==> src/sv/pidsl_pkg.sv <==
// Shared types, constants and saturation functions for the filtered-derivative PID speed loop.
`default_nettype none

package pidsl_pkg;

    localparam int SPEED_W   = 16;
    localparam int ERR_W     = 17;
    localparam int DIFF_W    = 18;
    localparam int GAIN_W    = 32;
    localparam int TERM_W    = 32;
    localparam int SMOOTH_W  = 16;
    localparam int DBAND_W   = 15;
    localparam int DRIVE_W   = 16;
    localparam int MPLR_W    = 18;
    localparam int MCAND_W   = 33;
    localparam int PROD_W    = MPLR_W + MCAND_W;
    localparam int CFG_IDX_W = 3;
    localparam int CFG_DAT_W = 32;

    localparam logic [CFG_IDX_W-1:0] CFG_PROP_GAIN       = 3'd0;
    localparam logic [CFG_IDX_W-1:0] CFG_INTEG_GAIN      = 3'd1;
    localparam logic [CFG_IDX_W-1:0] CFG_DERIV_GAIN      = 3'd2;
    localparam logic [CFG_IDX_W-1:0] CFG_DERIV_SMOOTHING = 3'd3;
    localparam logic [CFG_IDX_W-1:0] CFG_DEADBAND        = 3'd4;

    localparam logic [SMOOTH_W-1:0] SMOOTH_RESET = 16'hFFFF;
    localparam logic [DBAND_W-1:0]  DBAND_RESET  = 15'd20;

    localparam logic signed [TERM_W-1:0] ONE_Q30 = 32'sh4000_0000;

    typedef struct packed {
        logic signed [SPEED_W-1:0] set_speed;
        logic signed [SPEED_W-1:0] measured_speed;
    } pidsl_in_t;

    typedef struct packed {
        logic signed [DRIVE_W-1:0] drive;
        logic                      in_deadband;
    } pidsl_out_t;

    typedef struct packed {
        logic busy;
        logic done;
    } pidsl_mul_stat_t;

    // Product scaled by 2^14, held to the range [-2^31, 2^31] in 33 bits.
    function automatic logic signed [TERM_W:0] sat_shl14(input logic signed [PROD_W-1:0] p);
        logic signed [TERM_W:0] r;
        if (p > PROD_W'(131071))
        begin
            r = 33'sh0_8000_0000;
        end
        else if (p < -PROD_W'(131072))
        begin
            r = 33'sh1_8000_0000;
        end
        else
        begin
            r = {p[17], p[17:0], 14'b0};
        end
        return r;
    endfunction

    function automatic logic signed [TERM_W-1:0] sat32(input logic signed [TERM_W:0] x);
        logic signed [TERM_W-1:0] r;
        if (x > 33'sh0_7FFF_FFFF)
        begin
            r = 32'sh7FFF_FFFF;
        end
        else if (x < 33'sh1_8000_0000)
        begin
            r = 32'sh8000_0000;
        end
        else
        begin
            r = x[TERM_W-1:0];
        end
        return r;
    endfunction

    function automatic logic signed [TERM_W-1:0] clamp_q30(input logic signed [TERM_W+1:0] x);
        logic signed [TERM_W-1:0] r;
        if (x > (TERM_W+2)'(ONE_Q30))
        begin
            r = ONE_Q30;
        end
        else if (x < -(TERM_W+2)'(ONE_Q30))
        begin
            r = -ONE_Q30;
        end
        else
        begin
            r = x[TERM_W-1:0];
        end
        return r;
    endfunction

endpackage

`default_nettype wire

==> src/sv/pid_speed_loop_filtered_d.sv <==
// Top level of the positional PID speed loop with filtered derivative and anti-windup.
//
// Input channel (in_valid, in_ready, in_data) takes one beat holding a target and a
// measured speed. Output channel (out_valid, out_ready, out_data) returns one beat per
// input beat: the Q1.15 drive and a flag that is set when the target lay inside the
// deadband and the previous drive was held. The configuration channel (cfg_valid,
// cfg_ready, cfg_index, cfg_data) writes the gains, the derivative smoothing and the
// deadband; it is always ready and indices beyond the last register are ignored.
// An active beat needs four products from one shared bit-serial multiplier, each over
// its 18 multiplier bits plus a launch and a hand-over step, then a sum step and a
// rounding step; a new input beat is taken only once the last is through. A beat inside
// the deadband skips the products. The next beat is accepted while a finished result still
// waits in the output register; only if that register is still full when the following
// result is ready does the block wait for out_ready. Reset clears the integral, the
// previous error, the filter state and the held drive, and loads the register reset
// values; no output beat is pending after reset.
`default_nettype none

module pid_speed_loop_filtered_d
    import pidsl_pkg::*;
(
    input  wire logic                  clk,
    input  wire logic                  rst_n,
    input  wire logic                  in_valid,
    output logic                       in_ready,
    input  wire pidsl_in_t             in_data,
    output logic                       out_valid,
    input  wire logic                  out_ready,
    output pidsl_out_t                 out_data,
    input  wire logic                  cfg_valid,
    output logic                       cfg_ready,
    input  wire logic [CFG_IDX_W-1:0]  cfg_index,
    input  wire logic [CFG_DAT_W-1:0]  cfg_data
);

    localparam logic [2:0] S_IDLE  = 3'd0;
    localparam logic [2:0] S_MUL_P = 3'd1;
    localparam logic [2:0] S_MUL_I = 3'd2;
    localparam logic [2:0] S_MUL_D = 3'd3;
    localparam logic [2:0] S_MUL_F = 3'd4;
    localparam logic [2:0] S_SUM   = 3'd5;
    localparam logic [2:0] S_DRIVE = 3'd6;
    localparam logic [2:0] S_DONE  = 3'd7;

    logic [2:0]                  state_reg;
    logic [2:0]                  state_next;
    logic                        go_reg;
    logic                        go_next;

    logic signed [GAIN_W-1:0]    prop_reg;
    logic signed [GAIN_W-1:0]    integ_gain_reg;
    logic signed [GAIN_W-1:0]    deriv_reg;
    logic [SMOOTH_W-1:0]         smooth_reg;
    logic [DBAND_W-1:0]          dband_reg;

    logic signed [TERM_W-1:0]    integ_reg;
    logic signed [TERM_W-1:0]    integ_next;
    logic signed [ERR_W-1:0]     prev_reg;
    logic signed [ERR_W-1:0]     prev_next;
    logic signed [TERM_W-1:0]    f_reg;
    logic signed [TERM_W-1:0]    f_next;
    logic signed [DRIVE_W-1:0]   held_reg;
    logic signed [DRIVE_W-1:0]   held_next;

    logic signed [ERR_W-1:0]     err_reg;
    logic signed [ERR_W-1:0]     err_next;
    logic signed [DIFF_W-1:0]    diff_reg;
    logic signed [DIFF_W-1:0]    diff_next;
    logic signed [TERM_W-1:0]    p_reg;
    logic signed [TERM_W-1:0]    p_next;
    logic signed [TERM_W-1:0]    dr_reg;
    logic signed [TERM_W-1:0]    dr_next;
    logic signed [TERM_W-1:0]    sum_reg;
    logic signed [TERM_W-1:0]    sum_next;
    pidsl_out_t                  res_reg;
    pidsl_out_t                  res_next;

    logic                        out_valid_reg;
    logic                        out_valid_next;
    pidsl_out_t                  out_data_reg;
    pidsl_out_t                  out_data_next;

    logic                        in_take;
    logic [ERR_W-1:0]            mag;
    logic                        in_dead;
    logic signed [ERR_W-1:0]     set_ext;

    logic signed [MPLR_W-1:0]    mul_mplr;
    logic signed [MCAND_W-1:0]   mul_mcand;
    pidsl_mul_stat_t             mul_stat;
    logic signed [PROD_W-1:0]    mul_product;
    logic signed [TERM_W:0]      term;
    logic signed [TERM_W+1:0]    integ_sum;
    logic signed [PROD_W-1:0]    f_round;
    logic signed [TERM_W+1:0]    total;
    logic signed [TERM_W-1:0]    biased;
    logic signed [ERR_W-1:0]     drive_wide;

    pidsl_mul u_mul (
        .clk     (clk),
        .rst_n   (rst_n),
        .start   (go_reg),
        .mplr    (mul_mplr),
        .mcand   (mul_mcand),
        .stat    (mul_stat),
        .product (mul_product)
    );

    assign in_ready  = (state_reg == S_IDLE);
    assign in_take   = in_valid && in_ready;
    assign cfg_ready = 1'b1;
    assign out_valid = out_valid_reg;
    assign out_data  = out_data_reg;

    assign set_ext   = ERR_W'(in_data.set_speed);
    assign mag       = in_data.set_speed[SPEED_W-1] ? -set_ext : set_ext;
    assign in_dead   = mag < {2'b00, dband_reg};
    assign err_next  = set_ext - ERR_W'(in_data.measured_speed);
    assign diff_next = DIFF_W'(err_next) - DIFF_W'(prev_reg);

    always_comb
    begin
        unique case (state_reg)
            S_MUL_P:
            begin
                mul_mplr  = MPLR_W'(err_reg);
                mul_mcand = MCAND_W'(prop_reg);
            end
            S_MUL_I:
            begin
                mul_mplr  = MPLR_W'(err_reg);
                mul_mcand = MCAND_W'(integ_gain_reg);
            end
            S_MUL_D:
            begin
                mul_mplr  = MPLR_W'(diff_reg);
                mul_mcand = MCAND_W'(deriv_reg);
            end
            S_MUL_F:
            begin
                mul_mplr  = {2'b00, smooth_reg};
                mul_mcand = MCAND_W'(dr_reg) - MCAND_W'(f_reg);
            end
            default:
            begin
                mul_mplr  = '0;
                mul_mcand = '0;
            end
        endcase
    end

    always_comb
    begin
        term       = sat_shl14(mul_product);
        integ_sum  = (TERM_W+2)'(integ_reg) + (TERM_W+2)'(term);
        f_round    = (mul_product + PROD_W'(32768)) >>> 16;
        total      = (TERM_W+2)'(p_reg) + (TERM_W+2)'(integ_reg) + (TERM_W+2)'(f_reg);
        biased     = sum_reg + 32'sd16384;
        drive_wide = ERR_W'(biased >>> 15);

        state_next = state_reg;
        go_next    = 1'b0;
        integ_next = integ_reg;
        prev_next  = prev_reg;
        f_next     = f_reg;
        held_next  = held_reg;
        p_next     = p_reg;
        dr_next    = dr_reg;
        sum_next   = sum_reg;
        res_next   = res_reg;

        out_valid_next = out_valid_reg && !out_ready;
        out_data_next  = out_data_reg;

        unique case (state_reg)
            S_IDLE:
            begin
                if (in_take)
                begin
                    prev_next = err_next;
                    if (in_dead)
                    begin
                        integ_next           = '0;
                        res_next.drive       = held_reg;
                        res_next.in_deadband = 1'b1;
                        state_next           = S_DONE;
                    end
                    else
                    begin
                        go_next    = 1'b1;
                        state_next = S_MUL_P;
                    end
                end
            end
            S_MUL_P:
            begin
                if (mul_stat.done)
                begin
                    p_next     = sat32(term);
                    go_next    = 1'b1;
                    state_next = S_MUL_I;
                end
            end
            S_MUL_I:
            begin
                if (mul_stat.done)
                begin
                    integ_next = clamp_q30(integ_sum);
                    go_next    = 1'b1;
                    state_next = S_MUL_D;
                end
            end
            S_MUL_D:
            begin
                if (mul_stat.done)
                begin
                    dr_next    = sat32(term);
                    go_next    = 1'b1;
                    state_next = S_MUL_F;
                end
            end
            S_MUL_F:
            begin
                if (mul_stat.done)
                begin
                    f_next     = f_reg + f_round[TERM_W-1:0];
                    state_next = S_SUM;
                end
            end
            S_SUM:
            begin
                sum_next   = clamp_q30(total);
                state_next = S_DRIVE;
            end
            S_DRIVE:
            begin
                if (drive_wide > 17'sd32767)
                begin
                    res_next.drive = 16'sh7FFF;
                end
                else
                begin
                    res_next.drive = drive_wide[DRIVE_W-1:0];
                end
                res_next.in_deadband = 1'b0;
                held_next            = res_next.drive;
                state_next           = S_DONE;
            end
            S_DONE:
            begin
                if (!out_valid_reg || out_ready)
                begin
                    out_valid_next = 1'b1;
                    out_data_next  = res_reg;
                    state_next     = S_IDLE;
                end
            end
            default:
            begin
                state_next = S_IDLE;
            end
        endcase
    end

    always_ff @(posedge clk or negedge rst_n)
    begin
        if (!rst_n)
        begin
            state_reg      <= S_IDLE;
            go_reg         <= 1'b0;
            out_valid_reg  <= 1'b0;
            integ_reg      <= '0;
            prev_reg       <= '0;
            f_reg          <= '0;
            held_reg       <= '0;
            prop_reg       <= '0;
            integ_gain_reg <= '0;
            deriv_reg      <= '0;
            smooth_reg     <= SMOOTH_RESET;
            dband_reg      <= DBAND_RESET;
        end
        else
        begin
            state_reg     <= state_next;
            go_reg        <= go_next;
            out_valid_reg <= out_valid_next;
            integ_reg     <= integ_next;
            prev_reg      <= prev_next;
            f_reg         <= f_next;
            held_reg      <= held_next;
            if (cfg_valid && cfg_ready)
            begin
                unique case (cfg_index)
                    CFG_PROP_GAIN:       prop_reg       <= cfg_data;
                    CFG_INTEG_GAIN:      integ_gain_reg <= cfg_data;
                    CFG_DERIV_GAIN:      deriv_reg      <= cfg_data;
                    CFG_DERIV_SMOOTHING: smooth_reg     <= cfg_data[SMOOTH_W-1:0];
                    CFG_DEADBAND:        dband_reg      <= cfg_data[DBAND_W-1:0];
                    default:
                    begin
                    end
                endcase
            end
        end
    end

    always_ff @(posedge clk)
    begin
        if (in_take)
        begin
            err_reg  <= err_next;
            diff_reg <= diff_next;
        end
        p_reg        <= p_next;
        dr_reg       <= dr_next;
        sum_reg      <= sum_next;
        res_reg      <= res_next;
        out_data_reg <= out_data_next;
    end

    a_integ_range: assert property (@(posedge clk) disable iff (!rst_n)
        integ_reg <= ONE_Q30 && integ_reg >= -ONE_Q30)
        else $error("integral left its clamp range");

    a_dead_clears_integ: assert property (@(posedge clk) disable iff (!rst_n)
        in_take && in_dead |=> integ_reg == '0)
        else $error("deadband beat did not clear the integral");

    a_held_matches: assert property (@(posedge clk) disable iff (!rst_n)
        state_reg == S_DONE && !res_reg.in_deadband |-> res_reg.drive == held_reg)
        else $error("held drive differs from the pending result");

    a_mul_done_state: assert property (@(posedge clk) disable iff (!rst_n)
        mul_stat.done |-> state_reg == S_MUL_P || state_reg == S_MUL_I
                          || state_reg == S_MUL_D || state_reg == S_MUL_F)
        else $error("multiplier finished outside a product step");

endmodule

`default_nettype wire

==> src/sv/pidsl_mul.sv <==
// Bit-serial signed multiplier, one multiplier bit per cycle, most significant bit first.
`default_nettype none

module pidsl_mul
    import pidsl_pkg::*;
(
    input  wire logic                       clk,
    input  wire logic                       rst_n,
    input  wire logic                       start,
    input  wire logic signed [MPLR_W-1:0]   mplr,
    input  wire logic signed [MCAND_W-1:0]  mcand,
    output pidsl_mul_stat_t                 stat,
    output logic signed [PROD_W-1:0]        product
);

    localparam int CNT_W = $clog2(MPLR_W);
    localparam logic [CNT_W-1:0] CNT_LAST = CNT_W'(MPLR_W - 1);

    logic                      busy_reg;
    logic                      busy_next;
    logic                      done_reg;
    logic                      done_next;
    logic [CNT_W-1:0]          cnt_reg;
    logic [CNT_W-1:0]          cnt_next;
    logic signed [PROD_W-1:0]  acc_reg;
    logic signed [PROD_W-1:0]  acc_next;
    logic signed [MPLR_W-1:0]  mplr_reg;
    logic signed [MCAND_W-1:0] mcand_reg;
    logic signed [PROD_W-1:0]  addend;

    // The leading multiplier bit carries negative weight in two's complement.
    always_comb
    begin
        addend = '0;
        if (mplr_reg[MPLR_W-1])
        begin
            if (cnt_reg == '0)
            begin
                addend = -PROD_W'(mcand_reg);
            end
            else
            begin
                addend = PROD_W'(mcand_reg);
            end
        end
        acc_next  = {acc_reg[PROD_W-2:0], 1'b0} + addend;
        busy_next = busy_reg;
        done_next = 1'b0;
        cnt_next  = cnt_reg;
        if (start)
        begin
            busy_next = 1'b1;
            cnt_next  = '0;
        end
        else if (busy_reg)
        begin
            cnt_next = cnt_reg + 1'b1;
            if (cnt_reg == CNT_LAST)
            begin
                busy_next = 1'b0;
                done_next = 1'b1;
            end
        end
    end

    always_ff @(posedge clk or negedge rst_n)
    begin
        if (!rst_n)
        begin
            busy_reg <= 1'b0;
            done_reg <= 1'b0;
            cnt_reg  <= '0;
        end
        else
        begin
            busy_reg <= busy_next;
            done_reg <= done_next;
            cnt_reg  <= cnt_next;
        end
    end

    always_ff @(posedge clk)
    begin
        if (start)
        begin
            acc_reg   <= '0;
            mplr_reg  <= mplr;
            mcand_reg <= mcand;
        end
        else if (busy_reg)
        begin
            acc_reg  <= acc_next;
            mplr_reg <= {mplr_reg[MPLR_W-2:0], 1'b0};
        end
    end

    assign stat.busy = busy_reg;
    assign stat.done = done_reg;
    assign product   = acc_reg;

    a_start_when_free: assert property (@(posedge clk) disable iff (!rst_n)
        start |-> !busy_reg)
        else $error("multiplier started while busy");

    a_done_after_last: assert property (@(posedge clk) disable iff (!rst_n)
        busy_reg && !start && cnt_reg == CNT_LAST |=> done_reg && !busy_reg)
        else $error("multiplier failed to finish after its last step");

endmodule

`default_nettype wire
==> config.mk <==
export PLATFORM = sky130hd
export DESIGN_NAME = pid_speed_loop_filtered_d
export DESIGN_NICKNAME = d
export VERILOG_FILES = /design/src/sv/pidsl_pkg.sv /design/src/sv/pid_speed_loop_filtered_d.sv /design/src/sv/pidsl_mul.sv
export SDC_FILE = /design/constraint.sdc
export NUM_CORES = 1
export LEC_CHECK = 0
export ABC_AREA = 1
export BUFFER_PORTS_ARGS = -buffer_cell sky130_fd_sc_hd__buf_4
export CORE_ASPECT_RATIO = 1.75
export CORE_UTILIZATION = 41
export DETAILED_ROUTE_END_ITERATION = 7
export PLACE_DENSITY = 0.57
export SLEW_MARGIN = 20
export SYNTH_ARGS = -nofsm -noshare
export SYNTH_HDL_FRONTEND = slang
export SYNTH_SLANG_ARGS = --single-unit
==> constraint.sdc <==
create_clock -name clk -period 8.5 [get_ports clk]
set_clock_uncertainty 0.2 [all_clocks]
set_input_delay 0.85 -clock clk [delete_from_list [all_inputs] [get_ports clk]]
set_output_delay 0.85 -clock clk [all_outputs]
set_load 0.01 [all_outputs]
==> results.md, run 1 <==
- Cell taking the most area after synthesis: edfxtp_1
- F_max: around 0.17 GHz
- CP Max Fanout: 31
- Vias in the first global route: about 31k
- Placed inst area: roughly 0.035 mm2
- Clk sinks: roughly 450
- WP data required: 8.80 ns
- Worst-case reg-to-reg path depth: 22
- Chip width: between 200 and 250 um
- Setup CP Type: reg2reg
- # fillers: just over 8k
- Gpl congestion: approximately 1
- Post-route ant nets: 0
- Setup TNS: 0 ns
- Hold/Removal Path Class: in2async
- Setup bufs post-CTS: 0
- CP startpoint kind: flop
- Part of the cycle the worst path needs: 0.709
- IO Pins: just over 90
- Max reg flops: 51
- Number of max-cap violations: 0
- Share of layout cells above drive strength 1: 0.0701
- Async S/R FF share, synth: 0.494
- Tmin final: 6.02 ns
- H-tree levels: 2
- Nets@finish: between 4k and 5k
- Synth Instances: roughly 4.5k
- Comb pwr share: 0.580
- Leakage: between 0.015 and 0.02 uW
- 1st-pass router iterations: 6
- Final Max Tran Viols: 0
- Post-Layout Cell Count: between 5k and 6k
- Slew margin rel.: 0.201
- Drt initial violations: 1792
- Post-Route WL: 115000 um
- FF-to-FF End: u_mul.product[46]
- CTS Buf Count: 46
- Synth warnings: 0
- Remaining DRCs: 0
- Sequential fraction of the synthesis area: 0.362
- Via density: between 5 and 6
- Internal Power: ~7000 uW
- Initial core utilization: 0.416
- RSZ-0062 raised after global routing: no
- Synth Flop Type: dfrtp_1
- WL/cell: 20.6 um
- R2r startpoint: u_mul.cnt_reg[1]
- Hold_ws: between 0.05 and 0.06 ns
- Clock-pin slew on the worst setup and hold paths: 0.06 ns
- Critical Path AT: 6.33 ns
- Clock share of power: 0.151
- Clock Latency Late Sink: around 0.64 ns
- Global-route wire length before repair: 174000 um
- CTS Buffer Depth: 3
- Crit end category: flop
- VDD IR-drop max: between 0.15 and 0.2 mV
- Die area: around 0.081 mm2
- Post-synth EDFFs: roughly 180
- Final hold vios: 0
- Synth top area share: 0.161
- Layout area overhead: 10.4%
- Mapped Area: between 0.03 and 0.04 mm2
- # rows: about 140
- Routed via count: between 30k and 40k
- Most common cell in the netlist: nand2_1
- # setup viols final: 0
- Most common library cells after synthesis: 1085 x nand2_1, 676 x inv_1, 402 x o21ai_0
- Switch Pwr: around 7300 uW
- Grt total ovfl: 0
- Cell Count Post-Placement: roughly 5.5k
- R2R Setup Slk: 2.48 ns
- Synth Area per Inst: roughly 7.4 um2
- Sw Ratio: 0.511
- Register area: about 0.012 mm2
- TritonCTS clock tree: built
- Number of distinct library cells after synthesis: 63
- Synth top area cells: edfxtp_1 16%, dfrtp_1 16%, nand2_1 12%
- Root Driver: clkbuf_16
- Die Ht: approximately 380 um
- Pwr Density: a little under 400 mW/mm2
- Antenna violations before repair: 0
- Port Buffers: 90
- Post_cts resized: 0
- Status: complete, no violations
- Syn nets: approximately 4.8k
- Core area: just under 0.08 mm2
- GR Util All Layers: 0.284
- Tot Pwr: 14300 uW
- Worst Max-Slew Pin Slew: 1.19 ns
- Final Instance Area: around 0.036 mm2
- Post-synthesis register bit count: about 450
- Multi-input logic area: 0.0180 mm2
- Antenna diodes: 0
- Post-CTS Hold Fix Bufs: 0
- Largest net degree at the start of global routing: approximately 120
- HPWL Detailed: about 94000 um
- Flop pwr share: 0.270
==> per-stage QoR <==
step	setup WS (ns)	utilization
after floorplan	3.73	-
after global placement	2.69	0.439
after detailed placement	2.63	0.439
after CTS	2.56	0.459
after global routing	2.04	0.459
final	2.48	0.459
==> critical path, stage by stage, from the launching register on <==
cell,delay (ns)
dfrtp_1,0.38
inv_1,0.11
ha_1,0.16
nand3_1,0.59
inv_1,0.94
nand2_1,0.11
nand2_1,0.51
inv_1,0.11
nand2_2,0.29
nand2_1,0.10
ha_1,0.38
nand2_1,0.11
nor2_1,0.20
inv_1,0.12
nor3_1,0.47
nand4_1,0.32
nand3_1,0.23
a21o_1,0.17
nand2_1,0.08
nand3_1,0.07
nand3_1,0.08
nand2_1,0.08
inv_1,0.04
==> power by group through the flow <==
| stage | combinational (uW) | sequential, uW | clock [uW] |
|---|---|---|---|
| 6_report | 8280 | 3850 | 2150 |
| 5_1_grt | 9180 | 3910 | 2260 |
| 3_5_place_dp | 8180 | 3880 | 0 |
| 4_1_cts | 8220 | 3840 | 2190 |
| 2_1_floorplan | 5820 | 3530 | 0 |
| 3_3_place_gp | 8140 | 3880 | 0 |
==> routing by layer <==
layer,vias up,global-route usage,part of all wire
met5,-,0,0
met1,13900,0.251,0.33
met2,762,0.553,0.54
met4,0,0.258,0.11
li1,14900,-,-
met3,418,0.0308,0.032
==> worst max-delay path by stage <==
stage,start,to,depth (start not counted)
2_1_floorplan,in_data[16],res_reg[0],16
3_3_place_gp,u_mul.cnt_reg[1],u_mul.product[46],22
3_5_place_dp,u_mul.cnt_reg[0],u_mul.product[46],22
4_1_cts,u_mul.cnt_reg[1],u_mul.product[46],22
5_1_grt,u_mul.cnt_reg[1],u_mul.product[42],21
6_report,u_mul.cnt_reg[1],u_mul.product[46],22
==> cell families (layout without fill, tap and decap cells) <==
family | Yosys count | after routing | synth area share
adders and majority gates | 256 | 256 | 0.103
DFF | 449 | 449 | 0.362
other | 1 | 1 | 0.000114
and+or+nand+nor | 1935 | 1935 | 0.253
AOI/OAI and AO/OA | 906 | 906 | 0.156
buffers and inverters | 783 | 887 | 0.0908
xor gates and xnor gates | 130 | 130 | 0.0347
==> placed cells by master, fill, tap and decap left out, types with 51 or more instances in the layout <==
master,instances
nor2_1,335
nand4_1,69
inv_1,675
nand3_1,228
buf_4,112
xor2_1,90
edfxtp_1,176
a21oi_1,283
nand2_1,1084
nor3_1,69
ha_1,231
dfrtp_1,203
o21ai_0,402
dfxtp_1,51
==> area by class of cell <==
class                   count  area share
multi-input cells        3228       0.497
flip-flops and latches    449       0.328
inverters                 688      0.0714
clock buffers              64      0.0365
well taps                1035      0.0358
repair buffers            113      0.0237
clock inverters            22     0.00747
No activity file was read; power rests on OpenSTA's default activity.
==> run 2: changes to the inputs <==
==> constraint.sdc (replaced) <==
create_clock -name clk -period 5.8 [get_ports clk]
set_clock_uncertainty 0.2 [all_clocks]
set_input_delay 0.58 -clock clk [delete_from_list [all_inputs] [get_ports clk]]
set_output_delay 0.58 -clock clk [all_outputs]
set_load 0.01 [all_outputs]
==> results.md, run 2 (same netlist as run 1, synthesis figures left out) <==
- CP startpoint kind: flop
- Max reg flops: 51
- Clock-pin slew on the worst setup and hold paths: roughly 0.070 ns
- # rows: ~140
- Post-Layout Cell Count: 5612
- Utilization after layout: 0.461
- Global-route wire length before repair: 177000 um
- WP data required: 6.11 ns
- Remaining DRCs: 0
- Largest net degree at the start of global routing: about 150
- CTS Buffer Depth: 3
- Place WS: 0.899 ns
- Die Ht: around 380 um
- Number of max-cap violations: 0
- 1st-pass router iterations: 7
- Antenna violations before repair: 1
- Root Driver: clkbuf_16
- Gpl congestion: approximately 1.0
- Final Max Tran Viols: 0
- Critical Path AT: 5.32 ns
- VDD IR-drop max: between 0.3 and 0.4 mV
- Leakage: between 0.015 and 0.02 uW
- Hold/Removal Path Class: in2reg
- # setup viols final: 0
- Setup bufs post-CTS: 0
- Setup TNS: 0 ns
- Grt total ovfl: 0
- Hold_ws: ~0.044 ns
- Register area: roughly 0.012 mm2
- Cell Count Post-Placement: between 5k and 6k
- Post-route ant nets: 0
- PnR worst setup slack: approximately 0.79 ns
- Multi-input logic area: roughly 0.018 mm2
- GR Util All Layers: 0.288
- TritonCTS clock tree: built
- Most common cell after layout, fill and taps aside: nand2_1
- WL/cell: roughly 21 um
- Crit end category: flop
- Nets@finish: about 4.9k
- Routed via count: 30.1k
- Die area: 0.0812 mm2
- Share of layout cells above drive strength 1: 0.0730
- Status: complete, no violations
- Clock Latency Late Sink: between 0.6 and 0.7 ns
- Post-Route WL: 117000 um
- Core area: between 0.07 and 0.08 mm2
- Layout area overhead: 10.7%
- HPWL Detailed: ~95000 um
- Vias in the first global route: 30.7k
- Antenna diodes: 0
- Setup CP Type: reg2reg
- Port Buffers: 90
- Tmin final: approximately 5 ns
- Slew margin rel.: 0.281
- # fillers: 8180
- Part of the cycle the worst path needs: 0.864
- Pwr Density: between 500 and 600 mW/mm2
- RSZ-0062 raised after global routing: no
- IO Pins: between 90 and 100
- F_max: about 0.20 GHz
- Initial core utilization: 0.416
- CP Max Fanout: 4
- Clk sinks: about 450
- Commonest cells after routing, fill and taps aside: 1084 x nand2_1, 675 x inv_1, 402 x o21ai_0
- Final hold vios: 0
- H-tree levels: 2
- CTS Buf Count: 46
- Chip width: 216 um
- Via density: 5.37
- Drt initial violations: about 1.7k
- Worst Max-Slew Pin Slew: ~1.1 ns
[run 2: changes by cell type in the layout (fill, tap and decap cells not counted), sizes merged]
cell / previous run / this run
clkinv: 15 / 19
inv: 687 / 688
buf: 113 / 124
clkbuf: 64 / 56
clkinvlp: 5 / 8
dlygate4sd3: 0 / 2
[run 2: metrics by stage]
step | power [uW] | cell area [um2]
floorplan | 13700 | 32800
global placement | 17800 | 34700
detailed placement | 17900 | 34700
CTS | 21000 | 36300
global route | 22700 | 36300
finish | 21100 | 36300
[run 2: final cells by class]
| class | instances | share of cell area |
|---|---|---|
| clock inverters | 30 | 0.00869 |
| well taps | 1035 | 0.0357 |
| repair buffers | 126 | 0.0271 |
| flip-flops and latches | 449 | 0.328 |
| inverters | 688 | 0.0712 |
| clock buffers | 56 | 0.0342 |
| multi-input cells | 3228 | 0.496 |
[run 2: power breakdown]
group	leakage, uW	internal (uW)	switching, uW
Combinational	0.0119	3960	8280
Sequential	0.00483	4570	1140
Clock	0.000735	1690	1420
Total	0.0175	10200	10800
[run 2: metal layers]
metal / wire length [um] / vias up / share of wire / global-route usage
li1: - / 14900 / - / -
met1: 37900 / 14000 / 0.32 / 0.257
met2: 63000 / 771 / 0.54 / 0.561
met3: 3510 / 367 / 0.030 / 0.0274
met4: 12400 / 0 / 0.11 / 0.263
met5: 0 / - / 0 / 0
[run 2: timing repair]
action,in CTS,in global routing
gates resized for setup,0,0
hold buffers,2,0
endpoints found under the hold margin,76,0
[run 2: worst paths after layout]
kind	startpoint	end	slack (ns)	cells after the start
max	u_mul.mcand_reg[0]	u_mul.product[39]	0.79	24
min	cfg_data[28]	deriv_reg[28]	0.04	3
max reg2reg	u_mul.mcand_reg[0]	u_mul.product[39]	0.79	24
min reg2reg	res_reg[14]	out_data[14]	0.22	0
max in group asynchronous	rst_n	prev_reg[1]	3.75	3
min in group asynchronous	rst_n	held_reg[10]	0.32	2
[run 2: critical path, stage by stage, from the launching register on]
cell,delay (ns)
edfxtp_1,0.36
inv_1,0.11
ha_1,0.21
nand2_1,0.06
nor2_1,0.12
nand2_1,0.11
inv_1,0.09
nand3_1,0.11
nor3b_1,0.23
nand4_1,0.21
nor4_1,0.35
nor2_1,0.10
a21oi_1,0.40
ha_1,0.35
inv_1,0.10
o21ai_0,0.13
a31oi_1,0.41
o21ai_0,0.16
a21oi_1,0.30
o21ai_1,0.22
a21oi_1,0.21
xor2_1,0.16
nand2_1,0.06
nand2_1,0.07
inv_1,0.04
==> run 3: changes to the inputs <==
--- a/config.mk
+++ b/config.mk
@@ -8,9 +8,9 @@
 export ABC_AREA = 1
 export BUFFER_PORTS_ARGS = -buffer_cell sky130_fd_sc_hd__buf_4
 export CORE_ASPECT_RATIO = 1.75
-export CORE_UTILIZATION = 41
+export CORE_UTILIZATION = 37
 export DETAILED_ROUTE_END_ITERATION = 7
-export PLACE_DENSITY = 0.57
+export PLACE_DENSITY = 0.53
 export SLEW_MARGIN = 20
 export SYNTH_ARGS = -nofsm -noshare
 export SYNTH_HDL_FRONTEND = slang
==> results.md, run 3 (same netlist as run 1, synthesis figures left out) <==
- Tmin final: a little over 5 ns
- CTS Buf Count: 48
- Worst Max-Slew Pin Slew: 1.18 ns
- Worst-case reg-to-reg path depth: 20
- Remaining DRCs: 0
- Final hold vios: 0
- GR Util All Layers: 0.273
- Post-route ant nets: 0
- # rows: between 100 and 150
- Clock Latency Late Sink: ~0.65 ns
- Largest net degree at the start of global routing: around 150
- Drt initial violations: about 1.7k
- Share of layout cells above drive strength 1: 0.0789
- Clock-pin slew on the worst setup and hold paths: roughly 0.070 ns
- Antenna violations before repair: 0
- Hold/Removal Path Class: in2reg
- Hold path cells: 3
- CTS Buffer Depth: 3
- Number of max-cap violations: 0
- R2R Setup Slk: ~0.68 ns
- Clock share of power: 0.156
- Sw Ratio: 0.509
- CP startpoint kind: flop
- Pwr Density: 579 mW/mm2
- TritonCTS clock tree: built
- Final Max Tran Viols: 0
- Slew margin rel.: 0.205
- Die area: between 0.08 and 0.09 mm2
- HP Start: cfg_data[21]
- 1st-pass router iterations: 7
- Crit end category: flop
- CP Max Fanout: 9
- WP data required: roughly 6 ns
- Die Ht: ~400 um
- IO Pins: 92
- Switch Pwr: around 11000 uW
- # setup viols final: 0
- Part of the cycle the worst path needs: 0.883
- Commonest cells after routing, fill and taps aside: 1084 x nand2_1, 675 x inv_1, 402 x o21ai_0
- RSZ-0062 raised after global routing: no
- Port Buffers: 90
- Routed via count: roughly 30k
- FF-to-FF End: u_mul.product[43]
- Grt total ovfl: 0
- F_max: a little under 0.2 GHz
- Root Driver: clkbuf_16
- Hold Path End: deriv_reg[21]
- Setup CP Type: reg2reg
- Setup TNS: 0 ns
- Nets@finish: around 4.9k
- Flop pwr share: 0.263
- Most common cell after layout, fill and taps aside: nand2_1
- Layout area overhead: 12.0%
- VDD IR-drop max: 0.312 mV
- Clk sinks: between 400 and 500
- Via density: between 5 and 6
- Vias in the first global route: about 31k
- Gpl congestion: about 1.0
- Internal Power: between 10000 and 15000 uW
- HPWL Detailed: between 90000 and 100000 um
- Post-Route WL: ~120000 um
- WL/cell: approximately 21 um
- Critical Path AT: 5.44 ns
- Leakage: between 0.015 and 0.02 uW
- Post_cts resized: 0
- Initial core utilization: 0.373
- H-tree levels: 2
- Status: complete, no violations
- Antenna diodes: 0
- Max reg flops: between 50 and 60
- Comb pwr share: 0.580
- Chip width: between 200 and 250 um
- R2r startpoint: u_mul.mcand_reg[18]
- Global-route wire length before repair: between 150000 and 200000 um
- Hold_ws: ~0.038 ns
- Core area: a little under 0.09 mm2
## run 3: changes by cell type in the layout (fill, tap and decap cells not counted), sizes merged
| cell | change |
|---|---|
| buf | +18 |
| bufinv | +1 |
| clkinvlp | -5 |
| inv | +8 |
## run 3: critical path, cell delays in order (launching register included)
cell      delay (ns)
edfxtp_1        0.43
nor4_1          0.59
inv_1           0.13
nor2_1          0.11
nand3_1         0.10
nor2_1          0.18
nand2_1         0.14
nor3_2          0.72
nor2_1          0.09
ha_1            0.43
nand2_1         0.13
nor2_1          0.19
inv_1           0.11
nor4_1          0.64
nand3_1         0.25
nand3_1         0.23
nand2_1         0.07
inv_1           0.05
o21ai_0         0.06
o211ai_1        0.11
inv_1           0.05
## run 3: area by class of cell
| cell class | instances | area [um2] |
|---|---|---|
| fill | 9380 | 51200 |
| multi-input combinational | 3228 | 18000 |
| sequential | 449 | 11900 |
| inverter | 688 | 2580 |
| tap | 1168 | 1460 |
| clock buffer | 56 | 1300 |
| timing repair buffer | 144 | 1130 |
| clock inverter | 34 | 372 |
## run 3: worst max path at each step
stage / start / to / cells past startpoint
floorplan: in_data[16] / res_reg[0] / 16
global placement: u_mul.product[43] / integ_reg[15] / 21
detailed placement: u_mul.product[43] / integ_reg[17] / 24
CTS: u_mul.product[43] / integ_reg[17] / 24
global route: u_mul.mcand_reg[1] / u_mul.product[46] / 26
finish: u_mul.mcand_reg[18] / u_mul.product[43] / 20
## run 3: timing repair
item / CTS / global route
hold buffers: 2 / 0
hold endpoints to repair: 73 / 0
setup buffers: 0 / 0
## run 3: per-layer routing
metal / wire length [um] / vias to the layer above / global-route usage
met3: 3540 / 351 / 0.0279
met1: 39200 / 14000 / 0.241
met5: 0 / - / 0
met4: 12000 / 0 / 0.232
li1: - / 15000 / -
met2: 66300 / 733 / 0.535
## run 3: stage by stage
stage / setup slack [ns] / util / instance area [um2] / power, uW / std cells
floorplan: 1.30 / - / 32800 / 13700 / 4460
global placement: 0.729 / 0.398 / 35000 / 17900 / 5675
detailed placement: 0.766 / 0.398 / 35000 / 17900 / 5675
CTS: 0.769 / 0.417 / 36700 / 21300 / 5767
global route: 0.294 / 0.418 / 36700 / 23000 / 5767
finish: 0.680 / 0.418 / 36700 / 21300 / 5767
## run 3: power by group through the flow
stage	Combinational (uW)	Sequential [uW]	Clock, uW
after CTS	12300	5600	3410
after detailed placement	12300	5650	0
after floorplan	8540	5180	0
after global routing	13800	5690	3510
final	12300	5600	3330
after global placement	12300	5640	0
